## config.mk

```make
export PLATFORM = sky130hd
export DESIGN_NAME = monthly_peak_demand_tracker_top
export DESIGN_NICKNAME = d
export VERILOG_FILES = /design/src/rtl/mpdt_pkg.sv /design/src/rtl/monthly_peak_demand_tracker_top.sv /design/src/rtl/mpdt_div.sv
export SDC_FILE = /design/constraint.sdc
export NUM_CORES = 1
export LEC_CHECK = 0
export BUFFER_PORTS_ARGS = -buffer_cell sky130_fd_sc_hd__buf_2
export CAP_MARGIN = 40
export CORE_UTILIZATION = 50
export CTS_BUF_LIST = sky130_fd_sc_hd__clkbuf_4 sky130_fd_sc_hd__clkbuf_8 sky130_fd_sc_hd__clkbuf_16
export DETAILED_ROUTE_END_ITERATION = 7
export PLACE_DENSITY = 0.67
export SLEW_MARGIN = 0
export SYNTH_ARGS = -nofsm -noshare
export SYNTH_HDL_FRONTEND = slang
export SYNTH_SLANG_ARGS = --single-unit
```

## constraint.sdc

```tcl
create_clock -name clk_i -period 15.7 [get_ports clk_i]
set_clock_uncertainty 0.2 [all_clocks]
set_input_delay 0 -clock clk_i [delete_from_list [all_inputs] [get_ports clk_i]]
set_output_delay 0 -clock clk_i [all_outputs]
set_load 0.05 [all_outputs]
```

## src/rtl/mpdt_pkg.sv

```systemverilog
// Shared constants, codes and divider handshake types for the peak demand tracker.
`timescale 1ns / 1ps
package mpdt_pkg;

  localparam int VAL_W  = 16;
  localparam int DAY_W  = 5;
  localparam int NUM_W  = 3;
  localparam int CNT_W  = 3;
  localparam int SUM_W  = VAL_W + CNT_W;
  localparam int STEP_W = 4;
  localparam int THR_W  = 8;

  localparam int IN_DATA_W  = 24;
  localparam int OUT_DATA_W = 56;
  localparam int CMD_W      = 2;
  localparam int CFG_IDX_W  = 2;
  localparam int CFG_DATA_W = 64;

  localparam logic [CMD_W-1:0] CMD_RECORD = 2'd0;
  localparam logic [CMD_W-1:0] CMD_MONTH  = 2'd1;

  localparam logic [CFG_IDX_W-1:0] CFG_PEAK_HOURS = 2'd0;
  localparam logic [CFG_IDX_W-1:0] CFG_THR_LO     = 2'd1;
  localparam logic [CFG_IDX_W-1:0] CFG_THR_HI     = 2'd2;

  localparam logic [NUM_W-1:0] PEAK_HOURS_RST = 3'd3;

  typedef struct packed {
    logic             start;
    logic [SUM_W-1:0] dividend;
    logic [CNT_W-1:0] divisor;
  } div_req_t;

  typedef struct packed {
    logic             done;
    logic [VAL_W-1:0] quotient;
  } div_rsp_t;

endpackage

```

## src/rtl/monthly_peak_demand_tracker_top.sv

```systemverilog
// Top level of the monthly peak demand tracker: slot sequencer, step walk and ports.
//
// Input stream: s_axis carries one command per transfer (record an hourly peak,
// start a new month, or evaluate only). Each accepted item yields exactly one
// result transfer on m_axis with the averaged peak, the capacity step and the
// requested selected peak. Configuration writes use the cfg channel, which is
// always ready; write it only while the block is idle.
// One item at a time: s_axis_tready_o is low from acceptance until the result
// has moved into the output register. Processing walks the slot scans (one slot
// per cycle, one pass per averaged peak), the serial divide and the step walk;
// the block then returns to idle as the result is loaded and accepts the next item.
// The result waits in the output register while m_axis is stalled; the next
// item is accepted meanwhile, but its own result is held back until the
// previous one has been transferred.
// Reset empties all slots, clears the step pointer, sets the averaged peak
// count to 3 and all thresholds to 0.
`timescale 1ns / 1ps
module monthly_peak_demand_tracker_top #(
  parameter int PEAK_SLOTS = 5,
  parameter int STEP_LIMIT = 10
) (
  input  logic                                clk_i,
  input  logic                                rst_ni,
  input  logic                                s_axis_tvalid_i,
  output logic                                s_axis_tready_o,
  // hour_value[15:0], day_of_month[20:16], peak_number[23:21]
  input  logic [mpdt_pkg::IN_DATA_W-1:0]      s_axis_tdata_i,
  // command[1:0]
  input  logic [mpdt_pkg::CMD_W-1:0]          s_axis_tuser_i,
  output logic                                m_axis_tvalid_o,
  input  logic                                m_axis_tready_i,
  // peaks_changed[0], month_average[16:1], step_index[20:17],
  // current_threshold[28:21], selected_day[33:29], selected_value[49:34]
  output logic [mpdt_pkg::OUT_DATA_W-1:0]     m_axis_tdata_o,
  input  logic                                cfg_valid_i,
  output logic                                cfg_ready_o,
  input  logic [mpdt_pkg::CFG_IDX_W-1:0]      cfg_index_i,
  input  logic [mpdt_pkg::CFG_DATA_W-1:0]     cfg_data_i
);
  import mpdt_pkg::*;

  localparam int IDX_W = (PEAK_SLOTS > 1) ? $clog2(PEAK_SLOTS) : 1;
  localparam int ROUND_MAX = (PEAK_SLOTS < 7) ? PEAK_SLOTS : 7;
  localparam logic [IDX_W-1:0] LAST_IDX = IDX_W'(PEAK_SLOTS - 1);
  localparam logic [STEP_W-1:0] PTR_MAX = STEP_W'((STEP_LIMIT < 15) ? STEP_LIMIT : 15);
  localparam logic [6:0] THR_SCALE = 7'd100;

  typedef enum logic [3:0] {
    S_IDLE, S_FIND, S_MIN, S_REPL, S_PSTART, S_PSCAN, S_DIV, S_STEP, S_SEL, S_OUT
  } state_e;

  state_e                  state_q;
  logic [NUM_W-1:0]        phu_q;
  logic [63:0]             thr_lo_q;
  logic [15:0]             thr_hi_q;

  logic [DAY_W-1:0]        slot_day_q [PEAK_SLOTS];
  logic [VAL_W-1:0]        slot_val_q [PEAK_SLOTS];
  logic [STEP_W-1:0]       step_ptr_q;

  logic [VAL_W-1:0]        val_q;
  logic [DAY_W-1:0]        day_q;
  logic [NUM_W-1:0]        num_q;
  logic [IDX_W-1:0]        idx_q;
  logic [IDX_W-1:0]        min_idx_q;
  logic [VAL_W-1:0]        least_q;
  logic                    found_q;
  logic                    changed_q;
  logic                    pass_q;
  logic [PEAK_SLOTS-1:0]   chosen_q;
  logic [NUM_W-1:0]        round_q;
  logic [VAL_W-1:0]        best_val_q;
  logic [IDX_W-1:0]        best_idx_q;
  logic [CNT_W-1:0]        count_q;
  logic [SUM_W-1:0]        sum_q;
  logic [VAL_W-1:0]        avg_q;
  logic [NUM_W-1:0]        pos_q;
  logic [DAY_W-1:0]        sel_day_q;
  logic [VAL_W-1:0]        sel_val_q;
  logic                    m_valid_q;
  logic [OUT_DATA_W-1:0]   m_data_q;
  div_req_t                div_req_q;
  div_rsp_t                div_rsp;

  logic                    s_acc;
  logic [NUM_W-1:0]        rounds;
  logic [DAY_W-1:0]        cur_day;
  logic [VAL_W-1:0]        cur_val;
  logic                    last;
  logic                    elig;
  logic [VAL_W-1:0]        nb_val;
  logic [IDX_W-1:0]        nb_idx;
  logic                    add_pick;
  logic [CNT_W-1:0]        count_nx;
  logic [SUM_W-1:0]        sum_nx;
  logic                    round_done;
  logic                    div_go;
  logic [THR_W-1:0]        cur_thr;
  logic [14:0]             thr100;
  logic                    query_ok;
  logic [NUM_W-1:0]        pos_nx;

  function automatic logic [THR_W-1:0] step_thr(input logic [STEP_W-1:0] ptr,
                                                input logic [63:0] lo,
                                                input logic [15:0] hi);
    logic [THR_W-1:0] thr;
    thr = '0;
    if (ptr < 4'd8) begin
      thr = lo[{ptr[2:0], 3'b000} +: THR_W];
    end else if (ptr < 4'd10) begin
      thr = hi[{ptr[0], 3'b000} +: THR_W];
    end
    return thr;
  endfunction

  mpdt_div u_div (
    .clk_i  (clk_i),
    .rst_ni (rst_ni),
    .req_i  (div_req_q),
    .rsp_o  (div_rsp)
  );

  assign s_axis_tready_o = (state_q == S_IDLE);
  assign s_acc           = s_axis_tvalid_i && s_axis_tready_o;
  assign cfg_ready_o     = 1'b1;
  assign m_axis_tvalid_o = m_valid_q;
  assign m_axis_tdata_o  = m_data_q;

  assign rounds   = (int'(phu_q) > ROUND_MAX) ? NUM_W'(ROUND_MAX) : phu_q;
  assign cur_day  = slot_day_q[idx_q];
  assign cur_val  = slot_val_q[idx_q];
  assign last     = (idx_q == LAST_IDX);
  assign elig     = !chosen_q[idx_q] && !(!pass_q && (cur_day == '0)) && (cur_val > best_val_q);
  assign nb_val   = elig ? cur_val : best_val_q;
  assign nb_idx   = elig ? idx_q : best_idx_q;
  assign add_pick = (nb_val != '0);
  assign count_nx = count_q + CNT_W'(add_pick);
  assign sum_nx   = sum_q + (add_pick ? SUM_W'(nb_val) : '0);
  assign round_done = ((round_q + 1'b1) == rounds);
  assign div_go   = (state_q == S_PSCAN) && last && round_done && !pass_q && (count_nx != '0);
  assign cur_thr  = step_thr(step_ptr_q, thr_lo_q, thr_hi_q);
  assign thr100   = 15'(cur_thr) * 15'(THR_SCALE);
  assign query_ok = (num_q != '0) && (int'(num_q) <= PEAK_SLOTS);
  assign pos_nx   = pos_q + 1'b1;

  always_ff @(posedge clk_i or negedge rst_ni) begin
    if (!rst_ni) begin
      phu_q    <= PEAK_HOURS_RST;
      thr_lo_q <= '0;
      thr_hi_q <= '0;
    end else if (cfg_valid_i) begin
      case (cfg_index_i)
        CFG_PEAK_HOURS: phu_q    <= cfg_data_i[NUM_W-1:0];
        CFG_THR_LO:     thr_lo_q <= cfg_data_i;
        CFG_THR_HI:     thr_hi_q <= cfg_data_i[15:0];
        default: ;
      endcase
    end
  end

  always_ff @(posedge clk_i or negedge rst_ni) begin
    if (!rst_ni) begin
      state_q    <= S_IDLE;
      for (int i = 0; i < PEAK_SLOTS; i++) begin
        slot_day_q[i] <= '0;
        slot_val_q[i] <= '0;
      end
      step_ptr_q <= '0;
      val_q      <= '0;
      day_q      <= '0;
      num_q      <= '0;
      idx_q      <= '0;
      min_idx_q  <= '0;
      least_q    <= '0;
      found_q    <= 1'b0;
      changed_q  <= 1'b0;
      pass_q     <= 1'b0;
      chosen_q   <= '0;
      round_q    <= '0;
      best_val_q <= '0;
      best_idx_q <= '0;
      count_q    <= '0;
      sum_q      <= '0;
      avg_q      <= '0;
      pos_q      <= '0;
      sel_day_q  <= '0;
      sel_val_q  <= '0;
      m_valid_q  <= 1'b0;
      m_data_q   <= '0;
      div_req_q  <= '0;
    end else begin
      div_req_q.start <= div_go;
      if (m_valid_q && m_axis_tready_i && (state_q != S_OUT)) begin
        m_valid_q <= 1'b0;
      end
      case (state_q)
        S_IDLE: begin
          if (s_acc) begin
            val_q     <= s_axis_tdata_i[15:0];
            day_q     <= s_axis_tdata_i[20:16];
            num_q     <= s_axis_tdata_i[23:21];
            changed_q <= 1'b0;
            sel_day_q <= '0;
            sel_val_q <= '0;
            idx_q     <= '0;
            pass_q    <= 1'b0;
            case (s_axis_tuser_i)
              CMD_RECORD: state_q <= S_FIND;
              CMD_MONTH: begin
                for (int i = 0; i < PEAK_SLOTS; i++) begin
                  slot_day_q[i] <= '0;
                  slot_val_q[i] <= '0;
                end
                step_ptr_q <= '0;
                state_q    <= S_PSTART;
              end
              default: state_q <= S_PSTART;
            endcase
          end
        end
        S_FIND: begin
          if ((cur_day == day_q) || (cur_day == '0)) begin
            if (val_q > cur_val) begin
              slot_day_q[idx_q] <= day_q;
              slot_val_q[idx_q] <= val_q;
              changed_q         <= 1'b1;
            end
            state_q <= S_PSTART;
          end else if (last) begin
            idx_q   <= '0;
            least_q <= val_q;
            found_q <= 1'b0;
            state_q <= S_MIN;
          end else begin
            idx_q <= idx_q + 1'b1;
          end
        end
        S_MIN: begin
          if (cur_val < least_q) begin
            least_q   <= cur_val;
            min_idx_q <= idx_q;
            found_q   <= 1'b1;
          end
          if (last) begin
            state_q <= S_REPL;
          end else begin
            idx_q <= idx_q + 1'b1;
          end
        end
        S_REPL: begin
          if (found_q) begin
            slot_day_q[min_idx_q] <= day_q;
            slot_val_q[min_idx_q] <= val_q;
            changed_q             <= 1'b1;
          end
          state_q <= S_PSTART;
        end
        S_PSTART: begin
          chosen_q   <= '0;
          round_q    <= '0;
          best_val_q <= '0;
          best_idx_q <= '0;
          count_q    <= '0;
          sum_q      <= '0;
          idx_q      <= '0;
          pos_q      <= '0;
          if (rounds != '0) begin
            state_q <= S_PSCAN;
          end else if (pass_q) begin
            state_q <= S_SEL;
          end else begin
            avg_q   <= '0;
            state_q <= S_STEP;
          end
        end
        S_PSCAN: begin
          if (last) begin
            if (add_pick) begin
              chosen_q[nb_idx] <= 1'b1;
            end
            count_q    <= count_nx;
            sum_q      <= sum_nx;
            best_val_q <= '0;
            best_idx_q <= '0;
            idx_q      <= '0;
            round_q    <= round_q + 1'b1;
            if (round_done) begin
              if (pass_q) begin
                pos_q   <= '0;
                state_q <= S_SEL;
              end else if (count_nx == '0) begin
                avg_q   <= '0;
                state_q <= S_STEP;
              end else begin
                div_req_q.dividend <= sum_nx;
                div_req_q.divisor  <= count_nx;
                state_q            <= S_DIV;
              end
            end
          end else begin
            best_val_q <= nb_val;
            best_idx_q <= nb_idx;
            idx_q      <= idx_q + 1'b1;
          end
        end
        S_DIV: begin
          if (div_rsp.done) begin
            avg_q   <= div_rsp.quotient;
            state_q <= S_STEP;
          end
        end
        S_STEP: begin
          if ((step_ptr_q < PTR_MAX) && (avg_q > {1'b0, thr100})) begin
            step_ptr_q <= step_ptr_q + 1'b1;
          end else if (query_ok) begin
            pass_q  <= 1'b1;
            state_q <= S_PSTART;
          end else begin
            state_q <= S_OUT;
          end
        end
        S_SEL: begin
          if (chosen_q[idx_q]) begin
            pos_q <= pos_nx;
          end
          if (chosen_q[idx_q] && (pos_nx == num_q)) begin
            sel_day_q <= cur_day;
            sel_val_q <= cur_val;
            state_q   <= S_OUT;
          end else if (last) begin
            state_q <= S_OUT;
          end else begin
            idx_q <= idx_q + 1'b1;
          end
        end
        S_OUT: begin
          if (!m_valid_q || m_axis_tready_i) begin
            m_valid_q <= 1'b1;
            m_data_q  <= {6'b0, sel_val_q, sel_day_q, cur_thr, step_ptr_q, avg_q, changed_q};
            state_q   <= S_IDLE;
          end
        end
        default: state_q <= S_IDLE;
      endcase
    end
  end

  a_month_clears_ptr: assert property (@(posedge clk_i) disable iff (!rst_ni)
    (s_acc && (s_axis_tuser_i == CMD_MONTH)) |=> (step_ptr_q == '0))
    else $error("step pointer not cleared by month command");

  a_ptr_monotonic: assert property (@(posedge clk_i) disable iff (!rst_ni)
    !(s_acc && (s_axis_tuser_i == CMD_MONTH)) |=> (step_ptr_q >= $past(step_ptr_q)))
    else $error("step pointer moved backward");

  a_ptr_bound: assert property (@(posedge clk_i) disable iff (!rst_ni)
    (state_q == S_STEP) |=> (step_ptr_q <= PTR_MAX))
    else $error("step pointer beyond its limit");

  a_div_done_in_div: assert property (@(posedge clk_i) disable iff (!rst_ni)
    div_rsp.done |-> (state_q == S_DIV))
    else $error("divider finished outside the divide phase");

  a_count_bound: assert property (@(posedge clk_i) disable iff (!rst_ni)
    (state_q == S_PSCAN) |-> (count_q <= rounds) && (round_q < rounds))
    else $error("peak count exceeds averaged peak number");

endmodule

```

## src/rtl/mpdt_div.sv

```systemverilog
// Bit-serial restoring divider for the peak sum over the peak count.
`timescale 1ns / 1ps
module mpdt_div (
  input  logic               clk_i,
  input  logic               rst_ni,
  input  mpdt_pkg::div_req_t req_i,
  output mpdt_pkg::div_rsp_t rsp_o
);
  import mpdt_pkg::*;

  localparam int BIT_W = $clog2(SUM_W);

  logic             busy_q;
  logic             done_q;
  logic [BIT_W-1:0] bit_q;
  logic [SUM_W-1:0] dvd_q;
  logic [SUM_W-1:0] quo_q;
  logic [CNT_W-1:0] dvs_q;
  logic [CNT_W-1:0] rem_q;

  logic [CNT_W:0]   rem_sh;
  logic             ge;
  logic [CNT_W-1:0] rem_d;

  assign rem_sh = {rem_q, dvd_q[SUM_W-1]};
  assign ge     = rem_sh >= {1'b0, dvs_q};
  assign rem_d  = ge ? CNT_W'(rem_sh - {1'b0, dvs_q}) : rem_sh[CNT_W-1:0];

  always_ff @(posedge clk_i or negedge rst_ni) begin
    if (!rst_ni) begin
      busy_q <= 1'b0;
      done_q <= 1'b0;
      bit_q  <= '0;
      dvd_q  <= '0;
      quo_q  <= '0;
      dvs_q  <= '0;
      rem_q  <= '0;
    end else begin
      done_q <= 1'b0;
      if (req_i.start) begin
        busy_q <= 1'b1;
        bit_q  <= BIT_W'(SUM_W - 1);
        dvd_q  <= req_i.dividend;
        dvs_q  <= req_i.divisor;
        rem_q  <= '0;
      end else if (busy_q) begin
        rem_q <= rem_d;
        dvd_q <= {dvd_q[SUM_W-2:0], 1'b0};
        quo_q <= {quo_q[SUM_W-2:0], ge};
        bit_q <= bit_q - 1'b1;
        if (bit_q == '0) begin
          busy_q <= 1'b0;
          done_q <= 1'b1;
        end
      end
    end
  end

  assign rsp_o.done     = done_q;
  assign rsp_o.quotient = quo_q[VAL_W-1:0];

endmodule
```

* Word level (Yosys, flattened, before mapping)
Cells that the tools add are included.
Operators by class: $mul 1, equal/unequal tests 44, order comparisons 16, reduce and logical (&&, ||, !) cells 61, bitwise logic cells 6, muxes and demuxes 132, add/sub/neg operators 8, shift operators 2
Operators by type and width (number):
- $mux W80 | 5
- $mux W16 | 19
- $pmux W80 S3 | 1
- $bwmux W80 | 2
- $mux W25 | 5
- $demux W16 S3 | 2
- $pmux W16 S2 | 3
- $pmux W25 S3 | 1
- $mux W4 | 18
- $shiftx A64 B7 Y8 | 1
- $mux W19 | 3
- $mux W3 | 18
- $bwmux W25 | 2
- $mux W5 | 10
- $bmux W16 S3 | 1
- $pmux W16 S3 | 1
- $ne A2 B2 Y1 const B | 21
- $pmux W4 S10 | 1
- $pmux W19 S2 | 1
- $gt A16 B16 Y1 | 2
- $demux W5 S3 | 2
- $mux W1 | 21
- $pmux W5 S2 | 2
- $add A19 B16 Y19 | 1
- 60 further kinds | 127
Storage, ports and cells: output and inout bits 59, flip-flop bits (word level) 456, bits of input ports 97

* Longest topological paths before layout
Gate-level depths: netlist of run 1.
depth in word-level cells 18, depth in mapped cells 28, mapped depth without buffers 26

* Cells and area by module
Synthesis of run 1 repeated with hierarchy kept, for this count alone.
Unflattened totals: cells, all modules 2069, area, all modules 23297.3 um2
Modules (own cells, without submodules):
- monthly_peak_demand_tracker_top | area an instance 21121.5 um2, cells each 1881, times used 1, seq. area each 10212.3 um2
- mpdt_div | area an instance 2175.8 um2, cells each 188, times used 1, seq. area each 1201.2 um2

* Worst setup path before layout of run 1
Ideal clock, no wire load.
path type register to register, start point register step_ptr_q[0], end point register state_q[0], period minus slack after synthesis 6.574 ns, stages on the path, launching flop included 26, data required time 15.375 ns, setup time 0.125 ns, slack 9.126 ns, data arrival time 6.249 ns, cells stage by stage dfrtp_1 > clkbuf_1 > buf_1 > mux4_2 > mux2i_1 > nor2_1 > a31oi_1 > inv_1 > ha_1 > ha_1 > fa_1 > ha_1 > a21oi_1 > o21ai_0 > a21o_1 > a21o_1 > a21o_1 > a21oi_1 > xor2_1 > ha_1 > nand4_1 > nor2_1 > o21ai_0 > a311oi_1 > a311o_1 > mux2_2
On the way: cells in the longest elaborated chain, start to end 8, elaborated cells on any way between the ends 11, classes of those cells mul: 1; order compare: 3; eq/ne: 1; shift: 2; mux: 2; reduce/logical: 2
RTL lines:
- from (decl) | RTL line monthly_peak_demand_tracker_top.sv:59 | logic [STEP_W-1:0] step_ptr_q;
- from (signal assigned) | RTL line monthly_peak_demand_tracker_top.sv:314 | step_ptr_q <= step_ptr_q + 1'b1;
- branches (longest 2 deep; another with $shiftx A64 B7 Y8)
- $mux W8 (*) | RTL line monthly_peak_demand_tracker_top.sv:108 | if (ptr < 4'd8) begin
- named net cur_thr[2] | RTL line monthly_peak_demand_tracker_top.sv:98 | logic [THR_W-1:0] cur_thr;
- $mul A8 B5 Y13 (*) | RTL line monthly_peak_demand_tracker_top.sv:142 | assign thr100 = 15'(cur_thr) * 15'(THR_SCALE);
- $gt A16 B15 Y1 (*) | RTL line monthly_peak_demand_tracker_top.sv:313 | if ((step_ptr_q < PTR_MAX) && (avg_q > {1'b0, thr100})) begin
- $logic_and A1 B1 Y1 (*) | RTL line monthly_peak_demand_tracker_top.sv:313
- $ne A2 B2 Y1 (no source line) (*)
- $reduce_and A9 Y1 (no source line) (*)
- to (signal assigned) | RTL line monthly_peak_demand_tracker_top.sv:309 | state_q <= S_STEP;
- to (signal assigned) | RTL line monthly_peak_demand_tracker_top.sv:317 | state_q <= S_PSTART;
- to (signal assigned) | RTL line monthly_peak_demand_tracker_top.sv:319 | state_q <= S_OUT;
- to (decl) | RTL line monthly_peak_demand_tracker_top.sv:52 | state_e state_q;
Mark *: on every way through the listed nets, which the timed path passes. A chain may end at the register's enable or synchronous reset.

* Worst setup path after layout of run 1
start point register idx_q[1], end point register div_req_q[16] (netlist name)
On the way: cells in the longest elaborated chain, start to end 15, elaborated cells on any way between the ends 25, classes of those cells add/sub: 2; order compare: 1; eq/ne: 1; mux: 10; bitwise: 2; reduce/logical: 9
RTL lines:
- from (decl) | RTL line monthly_peak_demand_tracker_top.sv:64 | logic [IDX_W-1:0] idx_q;
- from (signal assigned) | RTL line monthly_peak_demand_tracker_top.sv:235 | idx_q <= idx_q + 1'b1;
- from (signal assigned) | RTL line monthly_peak_demand_tracker_top.sv:247 | idx_q <= idx_q + 1'b1;
- from (signal assigned) | RTL line monthly_peak_demand_tracker_top.sv:303 | idx_q <= idx_q + 1'b1;
- branches (longest 15 deep; another with $add A19 B16 Y19)
- to (decl) | RTL line monthly_peak_demand_tracker_top.sv:82 | div_req_t div_req_q;
Several ways; the timed one is not identified. The select of a mux whose other input is x is not followed.

==> results.md, run 1 <==
* Crit path cell chain: buf_4, mux2_2, a222oi_1, inv_1, ha_1, nand4_1, nor4_1, a21boi_0, o211ai_1, buf_4, mux2i_1, ha_1, ha_1, xor2_1, nor3_1, or4_1, inv_2, mux2_2
* CP bufs+invs at 4
* Max_cap viols at 0
* Largest net degree at the start of global routing at approximately 110
* Worst EP arrival at slightly above 7 ns
* First-pass GRT wire length at slightly above 100000 µm
* XOR/XNOR Fraction of Synth Area at approximately 1.4%
* Final Slew Violations at 0
* Kind of critical path: reg2reg
* Worst r2r path cells at 18
* Synth Flop Type: dfrtp_1
* Final worst slack at 8.688 ns
* Hold Vio Cnt, Final at 0
* Unrepaired setup endpoints after global routing: no
* Total wire length at about 65000 µm
* Chip Width at ~220 µm
* Most common cell after layout, fill and taps aside: dfrtp_1
* DRT Pass-1 Iters at 5
* Post-route ant nets at 0
* Top Family by Delay on Critical Path: buffers and inverters
* Die area at between 40000 and 50000 µm²
* Crit path depth at 18
* WHS Path Cells at 3
* Post-synth top area share at approximately half
* Simple-gate share of the synthesized area at about 8.8%
* Initial antenna violation count at 4
* CTS Buf Count at just under 50
* Post-synth top area cell: dfrtp_1
* CP peak stage delay at about 0.84 ns
* Mapped Cells at around 2100
* Chip Height at 217.9 µm
* 1st-iter DRT viols at ~1400
* Area contributors post-synth: dfrtp_1, mux2_2, ha_1
* Register area share after synthesis at a little under 50%
* Worst-path clk slew at roughly 0.06 ns
* Remaining DRCs at 0
* Mapped Area at approximately 23000 µm²
* Area grow syn2layout at 21.67%
* Clock Path Buffers at 3
* Via/cell ratio at a little under 6
* Most frequent CP cell: ha_1
* Max H-tree Level at 2
* Final Wtd Congestion at roughly 0.88
* #FFs+latches synth at around 460
* Fmax at 0.1426 GHz
* Slowest CP cell: or4_1
* Post-synthesis mux area share at around 15%
* Vias at ~18000
* Tot GR Track Use at around 28%
* Clock root buffer: clkbuf_16
* Synthesized area per cell at approximately 11 µm²
* Total power at about 5.6 mW
* Status: finished, final reports clean
* Final setup viols at 0
* Post-route clock period utilization at between 40 and 50%
* Slew HR at between 30 and 40%
* Share of layout cells above drive strength 1 at around a fifth
* Setup Fix Bufs, Post-CTS at 0
* Leakage power figure at between 10 and 15 nW
* Post-route setup TNS at 0 ns
* Commonest non-fill, non-tap cells in the layout: dfrtp_1, mux2_2, dlygate4sd3_1, buf_2, nand2_1
* Worst slack, placed at slightly below 9 ns
* Async set or reset register ratio after synthesis at between 90% and 100%
* Synth unique cells at 76
* Area of the core at between 40000 and 50000 µm²
* Worst setup SP type: flop
* Cell row count at a little under 80
* Actual slew at the worst max-slew pin at 0.9076 ns
* Vias in the first global route at roughly 19000
* Crit path capture type: flop
* Detail Placement HPWL at 41100 µm
* Port bufs at around 150
* Post-synthesis adder-cell area fraction at roughly 6.7%
* Ports at 156
* Clk Latency, worst-skew pair at 0.59 ns
* Final #Nets at 2626
* Initial Util at about half
* CTS tree: yes
* Grt total ovfl at 0
* Post-synth EDFFs at 0
* Pwr dens at ~200 nW/µm²
* Number of synthesis warnings at 0
* Post-cts resize count at 0
* VDD IR max at about 0.18 mV
* # clock sinks at 456
* WP data required at 15.96 ns
* Min Tclk post-route at between 7 and 8 ns
* Min-Delay Path Class: in2reg
* Compound-gate portion of the synthesized area at between 10% and 20%
* Post-DR wirelength/cell at 21.17 µm
* CP max FO at 49
* Main combinational cell family by area after synthesis: multiplexers
==> tightest hold or removal path, cell delays in order <==
cell and delay [ns]:
dlygate4sd3_1 0.53, buf_2 0.10, mux2_2 0.13
==> sequential cells by signal, indices dropped and copies added (netlist names), 19 cells and up <==
register and count:
m_axis_tdata_o 50, sum_q 19, div_req_q 23, thr_lo_q 64, slot_val_q 80, u_div.dvd_q 19
slot_day_q 25
==> per-stage QoR <==
step | area (µm²) | cells | utilization (%) | hold WS [ns]
6_report | 28370 | 3050 | 62.11 | 0.01485
5_1_grt | 28370 | 3050 | 62.11 | 0.01970
4_1_cts | 28360 | 3047 | 62.10 | 0.000005773
3_5_place_dp | 24740 | 2773 | 54.17 | -0.06132
3_3_place_gp | 24530 | 2761 | 53.70 | -0.07227
2_1_floorplan | 23330 | 2107 | - | -0.4956
==> kinds of logic (layout without fill, tap and decap cells) <==
logic type                 Yosys count  after routing
DFF                                456            456
and+or+nand+nor                    443            443
buffers and inverters              248            588
muxes                              311            311
AOI/OAI and AO/OA                  484            484
other                                2             10
adders and majority gates          121            121
xor gates and xnor gates            37             37
==> metal layers <==
metal	GRT usage [%]	vias to the layer above	wire, µm
met5	0	-	14
met4	10.44	2	2285
met3	4.812	147	3569
met2	45.99	557	31090
met1	36.70	8954	27610
li1	-	8166	-
==> worst paths after layout <==
kind	slack (ns)	startpoint	end
min in group asynchronous	0.45	rst_ni	least_q[2]$_DFFE_PN0P_
worst min register to register	0.26	chosen_q[3]$_DFFE_PN0P_	chosen_q[3]$_DFFE_PN0P_
worst max register to register	8.69	idx_q[1]$_DFFE_PN0P_	div_req_q[16]$_DFFE_PN0P_
max in group asynchronous	13.04	rst_ni	thr_hi_q[6]$_DFFE_PN0P_
worst min-delay path	0.01	s_axis_tdata_i[5]	val_q[5]$_DFFE_PN0P_
worst max-delay path	8.69	idx_q[1]$_DFFE_PN0P_	div_req_q[16]$_DFFE_PN0P_
==> final cells by class <==
cell class	count	area, µm²
fill	3563	17300
sequential	456	11420
multi-input combinational	1403	10920
timing repair buffer	373	3043
clock buffer	72	1509
tap	600	750.7
inverter	125	469.2
clock inverter	18	250.2
antenna	3	7.507
==> cell usage after synthesis (4+ instances only) <==
cell       number
a211o_1         4
a211oi_1        9
a21o_1         18
a21oi_1        83
a22o_1        130
a22oi_1         5
a2bb2oi_1       4
a31oi_1         9
a32o_1          8
and2_1          8
buf_1          16
buf_2          20
buf_4           9
buf_6           5
clkbuf_1       73
dfrtp_1       454
fa_1            5
ha_1          116
inv_1         123
mux2_2        198
mux2i_1        94
mux4_2         19
nand2_1       146
nand2b_1       19
nand3_1        35
nand3b_1        9
nand4_1        16
nor2_1        120
nor2b_1        18
nor3_1         37
nor4_1         10
o211ai_1        5
o21a_1         12
o21ai_0       140
o22ai_1        16
o31ai_1         7
or2_2           5
or3_1           6
xnor2_1        27
xor2_1         10
==> what timing repair did <==
| action | in CTS | in global routing |
|---|---|---|
| hold endpoints to repair | 233 | 0 |
| hold buffers | 184 | 0 |
| endpoints found under the setup margin | 0 | 0 |
==> report_power, final <==
group | switching (mW) | internal, mW
Combinational | 1.61 | 1.09
Clock | 0.486 | 0.764
Sequential | 0.246 | 1.37
Total | 2.34 | 3.23
(Power assumes the default switching activity.)
==> run 2: changes to the inputs <==
==> constraint.sdc (replaced) <==
create_clock -name clk_i -period 7.2 [get_ports clk_i]
set_clock_uncertainty 0.2 [all_clocks]
set_input_delay 0 -clock clk_i [delete_from_list [all_inputs] [get_ports clk_i]]
set_output_delay 0 -clock clk_i [all_outputs]
set_load 0.05 [all_outputs]
==> run 2 against run 1 <==
Compared with the run above: global-route usage is 0.58 points lower; highest routed layer unchanged; maximum frequency is 3.3% higher; largest power group unchanged; critical endpoint is now state_q[2]$_DFFE_PN0P_; sequential share of layout area is 0.31 points higher.
==> results.md, run 2 (synthesized netlist as in run 1, its figures left out) <==
* Clock Path Buffers at 3 (unchanged)
* Vias at 17760 (was 17830)
* Largest register FFs at 80 (unchanged)
* Post-route clock period utilization at 94.29% (was 44.66%)
* CTS Buf Count at 49 (unchanged)
* Final hold slack at 0.01811 ns (was 0.01485 ns)
* Ports at 156 (unchanged)
* Post-DR wirelength/cell at 21.05 µm (was 21.17 µm)
* Commonest non-fill, non-tap cells in the layout: dfrtp_1, mux2_2, dlygate4sd3_1, buf_2, nand2_1 (unchanged)
* CP max FO at 17 (was 49)
* Worst EP arrival at 7.04 ns (was 7.27 ns)
* Post-route setup TNS at 0 ns (unchanged)
* Pwr dens at 433.2 nW/µm² (was 196.2 nW/µm²)
* Die area at 47500 µm² (unchanged)
* First-pass GRT wire length at 101500 µm (was 103200 µm)
* Post-cts resize count at 0 (unchanged)
* Area of the core at 45670 µm² (unchanged)
* Kind of critical path: reg2reg (unchanged)
* Share of layout cells above drive strength 1 at 21.84% (was 21.33%)
* Total power at 12.20 mW (was 5.566 mW)
* Total wire length at 63820 µm (was 64580 µm)
* Hold Vio Cnt, Final at 0 (unchanged)
* R2R setup slack at 0.41 ns (was 8.69 ns)
* Via/cell ratio at 5.858 (was 5.845)
* Max H-tree Level at 2 (unchanged)
* Final Slew Violations at 0 (unchanged)
* Final worst slack at 0.4114 ns (was 8.688 ns)
* Remaining DRCs at 0 (unchanged)
* Placed insts at 2784 (was 2773)
* Max_cap viols at 0 (unchanged)
* Vias in the first global route at 18480 (was 18630)
* Final Core Density at 61.64% (was 62.11%)
* Final setup viols at 0 (unchanged)
* Chip Width at 217.9 µm (unchanged)
* Area grow syn2layout at 20.75% (was 21.67%)
* # clock sinks at 456 (unchanged)
* Post-route ant nets at 0 (unchanged)
* Worst-path clk slew at 0.06 ns (about the same)
* Grt total ovfl at 0 (unchanged)
* Clk Latency, worst-skew pair at 0.58 ns (was 0.59 ns)
* Slew HR at 37.79% (was 39.49%)
* WP data required at 7.45 ns (was 15.96 ns)
* Design area at 28150 µm² (was 28370 µm²)
* Biggest register: slot_val_q (unchanged)
* Port bufs at 148 (unchanged)
* Min Tclk post-route at 6.789 ns (was 7.012 ns)
* Cell Area, Placed at 24800 µm² (was 24740 µm²)
* Largest net degree at the start of global routing at 153 (was 114)
* Final #Nets at 2612 (was 2626)
* Most common cell after layout, fill and taps aside: dfrtp_1 (unchanged)
* Cell row count at 78 (unchanged)
* VDD IR max at 0.3137 mV (was 0.1826 mV)
* Final cell count without fillers at 3032 (was 3050)
* Leakage power figure at 13.47 nW (was 13.55 nW)
* Fmax at 0.1473 GHz (was 0.1426 GHz)
* Status: finished, final reports clean (unchanged)
* Tot GR Track Use at 27.28% (was 27.87%)
* Chip Height at 217.9 µm (unchanged)
* Worst slack, placed at 0.4542 ns (was 8.743 ns)
* Final Wtd Congestion at 0.9050 (was 0.8819)
* Initial Util at 51.05% (unchanged)
* Actual slew at the worst max-slew pin at 0.9331 ns (was 0.9076 ns)
* Unrepaired setup endpoints after global routing: no (unchanged)
* Initial antenna violation count at 2 (was 4)
* Clock root buffer: clkbuf_16 (unchanged)
* 1st-iter DRT viols at 1301 (was 1397)
* Crit path capture type: flop (unchanged)
* CTS tree: yes (unchanged)
* Detail Placement HPWL at 41930 µm (was 41100 µm)
* DRT Pass-1 Iters at 5 (unchanged)
* Worst setup SP type: flop (unchanged)
* Min-Delay Path Class: in2reg (unchanged)
[run 2: changes by cell type in the layout (fill, tap and decap cells not counted), sizes merged]
cell,before,now
dlygate4sd3,183,158
buf,190,201
clkbuf,72,69
clkinv,10,7
bufinv,6,8
clkinvlp,1,3
diode,3,1
[run 2: final timing paths]
check	start	to	cells past startpoint
worst max register to register	step_ptr_q[0]$_DFFE_PN0P_	state_q[2]$_DFFE_PN0P_	25
worst min register to register	m_axis_tdata_o[16]$_DFFE_PN0P_	m_axis_tdata_o[16]$_DFFE_PN0P_	2
worst min-delay path	cfg_data_i[37]	thr_lo_q[37]$_DFFE_PN0P_	3
min in group asynchronous	rst_ni	val_q[3]$_DFFE_PN0P_	4
worst max-delay path	step_ptr_q[0]$_DFFE_PN0P_	state_q[2]$_DFFE_PN0P_	25
max in group asynchronous	rst_ni	thr_hi_q[5]$_DFFE_PN0P_	4
[run 2: where the power goes]
group,internal [mW],leakage (nW),total (mW),switching [mW]
clock,1.68,0.867,2.74,1.06
combinational,2.45,6.53,5.91,3.46
sequential,2.99,6.08,3.55,0.563
[run 2: per-layer routing]
layer	GRT usage [%]	routed length, µm
met5	0	15
met4	10.61	2101
met3	3.766	3223
met2	45.40	31060
met1	36.07	27410
[run 2: layout make-up]
class / count / area [µm²]
Clock inverter: 19 / 306.5
Antenna cell: 1 / 2.502
Sequential cell: 456 / 11420
Tap cell: 600 / 750.7
Multi-Input combinational cell: 1403 / 10920
Fill cell: 3616 / 17520
Timing Repair Buffer: 359 / 2845
Inverter: 125 / 469.2
Clock buffer: 69 / 1439
[run 2: critical path, stage by stage, from the launching register on]
cell,delay (ns)
dfrtp_2,0.66
buf_4,0.40
mux2i_1,0.24
a22oi_1,0.11
mux2i_1,0.17
nor2_1,0.06
a31oi_1,0.39
inv_1,0.14
ha_1,0.30
ha_1,0.32
fa_1,0.48
ha_1,0.35
a21oi_1,0.13
o21ai_0,0.14
a21o_1,0.21
a21o_1,0.19
a21o_1,0.18
a21oi_1,0.16
xor2_1,0.10
ha_1,0.30
nand4_1,0.12
nor4_1,0.40
a311oi_1,0.10
buf_4,0.18
a311o_1,0.34
mux2_2,0.29
[run 2: timing repair]
item                                   CTS  global route
hold buffers                           159             0
endpoints found under the hold margin  231             0
buffers inserted                         0             0
==> run 3: changes to the inputs <==
--- a/config.mk
+++ b/config.mk
@@ -5,6 +5,7 @@
 export SDC_FILE = /design/constraint.sdc
 export NUM_CORES = 1
 export LEC_CHECK = 0
+export ABC_AREA = 1
 export BUFFER_PORTS_ARGS = -buffer_cell sky130_fd_sc_hd__buf_2
 export CAP_MARGIN = 40
 export CORE_UTILIZATION = 50
==> run 3 against run 2 <==
Compared with the run above: the run now ends with design-rule violations left; clock-buffer cell count increased by 6; combinational power increased by 45%; die area increased by 12%; maximum frequency increased by 4.2%; first-iteration DRC count increased by 89%; largest power group unchanged.
==> results.md, run 3 <==
* Status: finished with violations (was finished, final reports clean)
* Failing checks: design-rule violations
* Most common cell after layout, fill and taps aside: nand2_1 (was dfrtp_1)
* Commonest non-fill, non-tap cells in the layout: nand2_1, o21ai_0, dfrtp_1, inv_1, a21oi_1 (was dfrtp_1, mux2_2, dlygate4sd3_1, buf_2, nand2_1)
* Final #Nets at 3804 (was 2612)
* Switching Fraction at 48.86% (was 41.65%)
* Ports at 156 (unchanged)
* Unrepaired setup endpoints after global routing: no (unchanged)
* Net load switching power at 7.495 mW (was 5.079 mW)
* Max_cap viols at 0 (unchanged)
* Hold path start: cfg_data_i[4] (was cfg_data_i[37])
* Area of the core at 51410 µm² (was 45670 µm²)
* Post-DR wirelength/cell at 18.30 µm (was 21.05 µm)
* 1st-iter DRT viols at 2458 (was 1301)
* Remaining DRCs at 4 (was 0)
* Clk Latency, worst-skew pair at 0.61 ns (was 0.58 ns)
* Tot GR Track Use at 29.65% (was 27.28%)
* Reg2reg start: step_ptr_q[1]$_DFFE_PN0P_ (was step_ptr_q[0]$_DFFE_PN0P_)
* Worst setup SP type: flop (unchanged)
* Hold Vio Cnt, Final at 0 (unchanged)
* Initial antenna violation count at 0 (was 2)
* Fmax at 0.1534 GHz (was 0.1473 GHz)
* Mapped Cells at 3367 (was 2102)
* Chip Height at 230.4 µm (was 217.9 µm)
* Min Tclk post-route at 6.517 ns (was 6.789 ns)
* #FFs+latches synth at 456 (unchanged)
* Kind of critical path: reg2reg (unchanged)
* CTS Buf Count at 51 (was 49)
* Largest register FFs at 80 (unchanged)
* Final cell count without fillers at 4307 (was 3032)
* Post-synth EDFFs at 0 (unchanged)
* Slowest CP cell: dfrtp_1 (was dfrtp_2)
* VDD IR max at 0.3615 mV (was 0.3137 mV)
* Post-route ant nets at 0 (unchanged)
* Most frequent CP cell: nand2_1 (was ha_1)
* Min-Delay Path Class: in2reg (unchanged)
* Synth Flop Type: dfrtp_1 (unchanged)
* CP bufs+invs at 2 (was 3)
* Grt total ovfl at 0 (unchanged)
* Worst EP arrival at 6.81 ns (was 7.04 ns)
* Total power at 15.34 mW (was 12.20 mW)
* Register area share after synthesis at 43.74% (was 48.95%)
* Post-synth top area share at 43.54% (was 48.73%)
* Actual slew at the worst max-slew pin at 0.9785 ns (was 0.9331 ns)
* Setup crit start: step_ptr_q[1]$_DFFE_PN0P_ (was step_ptr_q[0]$_DFFE_PN0P_)
* Total wire length at 78810 µm (was 63820 µm)
* Sequential power share at 25.6% (was 29.1%)
* Clk network pwr share at 18.6% (was 22.4%)
* Vias in the first global route at 23860 (was 18480)
* Chip Width at 230.4 µm (was 217.9 µm)
* Top Family by Delay on Critical Path: compound AO/OA/AOI/OAI gates (unchanged)
* Via/cell ratio at 5.682 (was 5.858)
* Biggest register: slot_val_q (unchanged)
* Leakage power figure at 15.01 nW (was 13.47 nW)
* # clock sinks at 456 (unchanged)
* Post-route clock period utilization at 90.52% (was 94.29%)
* Most instantiated library cell after synthesis: nand2_1 (was dfrtp_1)
* Internal power at 7.845 mW (was 7.117 mW)
* Cell row count at 83 (was 78)
* Post-route setup TNS at 0 ns (unchanged)
* Detail Placement HPWL at 51040 µm (was 41930 µm)
* Placed insts at 4036 (was 2784)
* Clock Path Buffers at 3 (unchanged)
* Mapped Area at 26090 µm² (was 23320 µm²)
* Synth top cells by count: nand2_1, o21ai_0, dfrtp_1, inv_1, nor2_1 (was dfrtp_1, mux2_2, nand2_1, o21ai_0, a22o_1)
* Crit path capture type: flop (unchanged)
* Gate power share at 55.8% (was 48.5%)
* Final Slew Violations at 0 (unchanged)
* Die area at 53100 µm² (was 47500 µm²)
* CTS tree: yes (unchanged)
* Synthesized area per cell at 7.750 µm² (was 11.09 µm²)
* Number of synthesis warnings at 0 (unchanged)
* Area grow syn2layout at 18.24% (was 20.75%)
* Vias at 24470 (was 17760)
* CP peak stage delay at 0.72 ns (was 0.66 ns)
* Initial Util at 50.76% (was 51.05%)
* Area contributors post-synth: dfrtp_1, o21ai_0, nand2_1 (was dfrtp_1, mux2_2, ha_1)
* Synth unique cells at 58 (was 76)
* Largest net degree at the start of global routing at 163 (was 153)
* Clock root buffer: clkbuf_16 (unchanged)
* Final Wtd Congestion at 0.9472 (was 0.9050)
* Fillers at 4431 (was 3616)
* Worst-path clk slew at 0.06 ns (about the same)
* Slew HR at 34.77% (was 37.79%)
* WP data required at 7.49 ns (was 7.45 ns)
* Share of layout cells above drive strength 1 at 11.00% (was 21.84%)
* First-pass GRT wire length at 126800 µm (was 101500 µm)
* CP max FO at 19 (was 17)
* Max H-tree Level at 2 (unchanged)
* Port bufs at 148 (unchanged)
* Async set or reset register ratio after synthesis at 100.0% (unchanged)
* DRT Pass-1 Iters at 8 (was 5)
* Post-synth top area cell: dfrtp_1 (unchanged)
* Final setup viols at 0 (unchanged)
* Pwr dens at 497.2 nW/µm² (was 433.2 nW/µm²)
==> run 3: cell types whose count changed after synthesis, moves of 117 or more <==
cell,previous run,this run
nand2_1,146,727
o21ai_0,140,588
inv_1,123,346
a21oi_1,83,236
mux2_2,198,47
a22o_1,130,0
nor2_1,120,237
==> run 3: per-stage QoR <==
stage | area [µm²] | hold WS (ns) | util [%] | setup slack (ns)
2_1_floorplan | 26110 | -0.4956 | - | 1.744
3_3_place_gp | 27100 | -0.1912 | 52.72 | 0.9284
3_5_place_dp | 27230 | -0.1864 | 52.97 | 0.7097
4_1_cts | 30850 | 0.001547 | 60.01 | 0.6826
5_1_grt | 30850 | 0.03692 | 60.01 | 0.1436
6_report | 30850 | 0.02184 | 60.02 | 0.6827
==> run 3: worst reg2reg max path, cell delays in order, from the launching register on <==
cell and delay [ns]:
dfrtp_1 0.72, inv_1 0.45, o21ai_0 0.24, o221ai_1 0.14, o211ai_1 0.12, o21ai_0 0.24
ha_1 0.40, ha_1 0.34, fa_1 0.47, ha_1 0.37, nand2_1 0.06, o21ai_0 0.26
a21oi_1 0.10, o21ai_0 0.29, a21o_1 0.16, a21oi_1 0.07, xor2_1 0.16, ha_1 0.30
nand4_1 0.11, inv_1 0.07, nand2_1 0.08, a21oi_1 0.05, o221ai_1 0.28, nand2_1 0.12
nor2_1 0.29, nand2_1 0.18, nand2_1 0.10, nand2_1 0.06
==> run 3: cells by family after synthesis <==
kind of cell / count (synthesis) / synth area share, %
AO/OA/AOI/OAI: 965 / 19.69
adder cells (fa/ha/maj): 121 / 5.946
AND/OR/NAND/NOR: 1176 / 18.59
buffers and inverters: 565 / 8.799
flip-flops: 456 / 43.74
multiplexers: 49 / 2.105
XOR/XNOR: 33 / 1.108
other: 2 / 0.02878
==> run 3: final cells by class <==
type	instances	area, µm²	share of cell area, %
diodes	1	2.502	0.008111
clock buffers	75	1538	4.984
clock inverters	18	292.8	0.9489
inverters	363	1375	4.457
multi-input cells	2351	12440	40.33
flip-flops and latches	456	11410	36.99
well taps	680	850.8	2.758
repair buffers	363	2939	9.526
==> run 3: per-layer routing <==
metal / vias to the layer above / share of wire [%] / global-route usage, %
met1: 11670 / 42 / 39.23
met3: 228 / 6.9 / 4.545
met5: - / 0 / 0
met2: 1032 / 47 / 48.75
li1: 11540 / - / -
met4: 0 / 4.0 / 11.90
==> run 3: worst paths after layout <==
| kind | endpoint | cells past startpoint | slack (ns) |
|---|---|---|---|
| max | state_q[0]$_DFFE_PN0P_ | 27 | 0.68 |
| min | thr_lo_q[4]$_DFFE_PN0P_ | 4 | 0.02 |
| max reg2reg | state_q[0]$_DFFE_PN0P_ | 27 | 0.68 |
| min reg2reg | m_axis_tdata_o[46]$_DFFE_PN0P_ | 2 | 0.28 |
| max in group asynchronous | val_q[15]$_DFFE_PN0P_ | 4 | 5.52 |
| min in group asynchronous | m_axis_tdata_o[16]$_DFFE_PN0P_ | 4 | 0.30 |
==> run 3: power groups by stage <==
stage | clock network [mW] | registers (mW) | logic, mW
after floorplan | 0 | 4.09 | 6.00
after global placement | 0 | 3.90 | 8.00
after detailed placement | 0 | 3.93 | 8.34
after CTS | 2.89 | 3.89 | 8.48
after global routing | 2.99 | 3.99 | 9.58
final | 2.86 | 3.92 | 8.56
==> run 3: repair_timing <==
action                    in CTS  in global routing
hold buffers                 177                  0
setup buffers                  0                  0
hold endpoints to repair     570                  0
resized for setup              0                  0
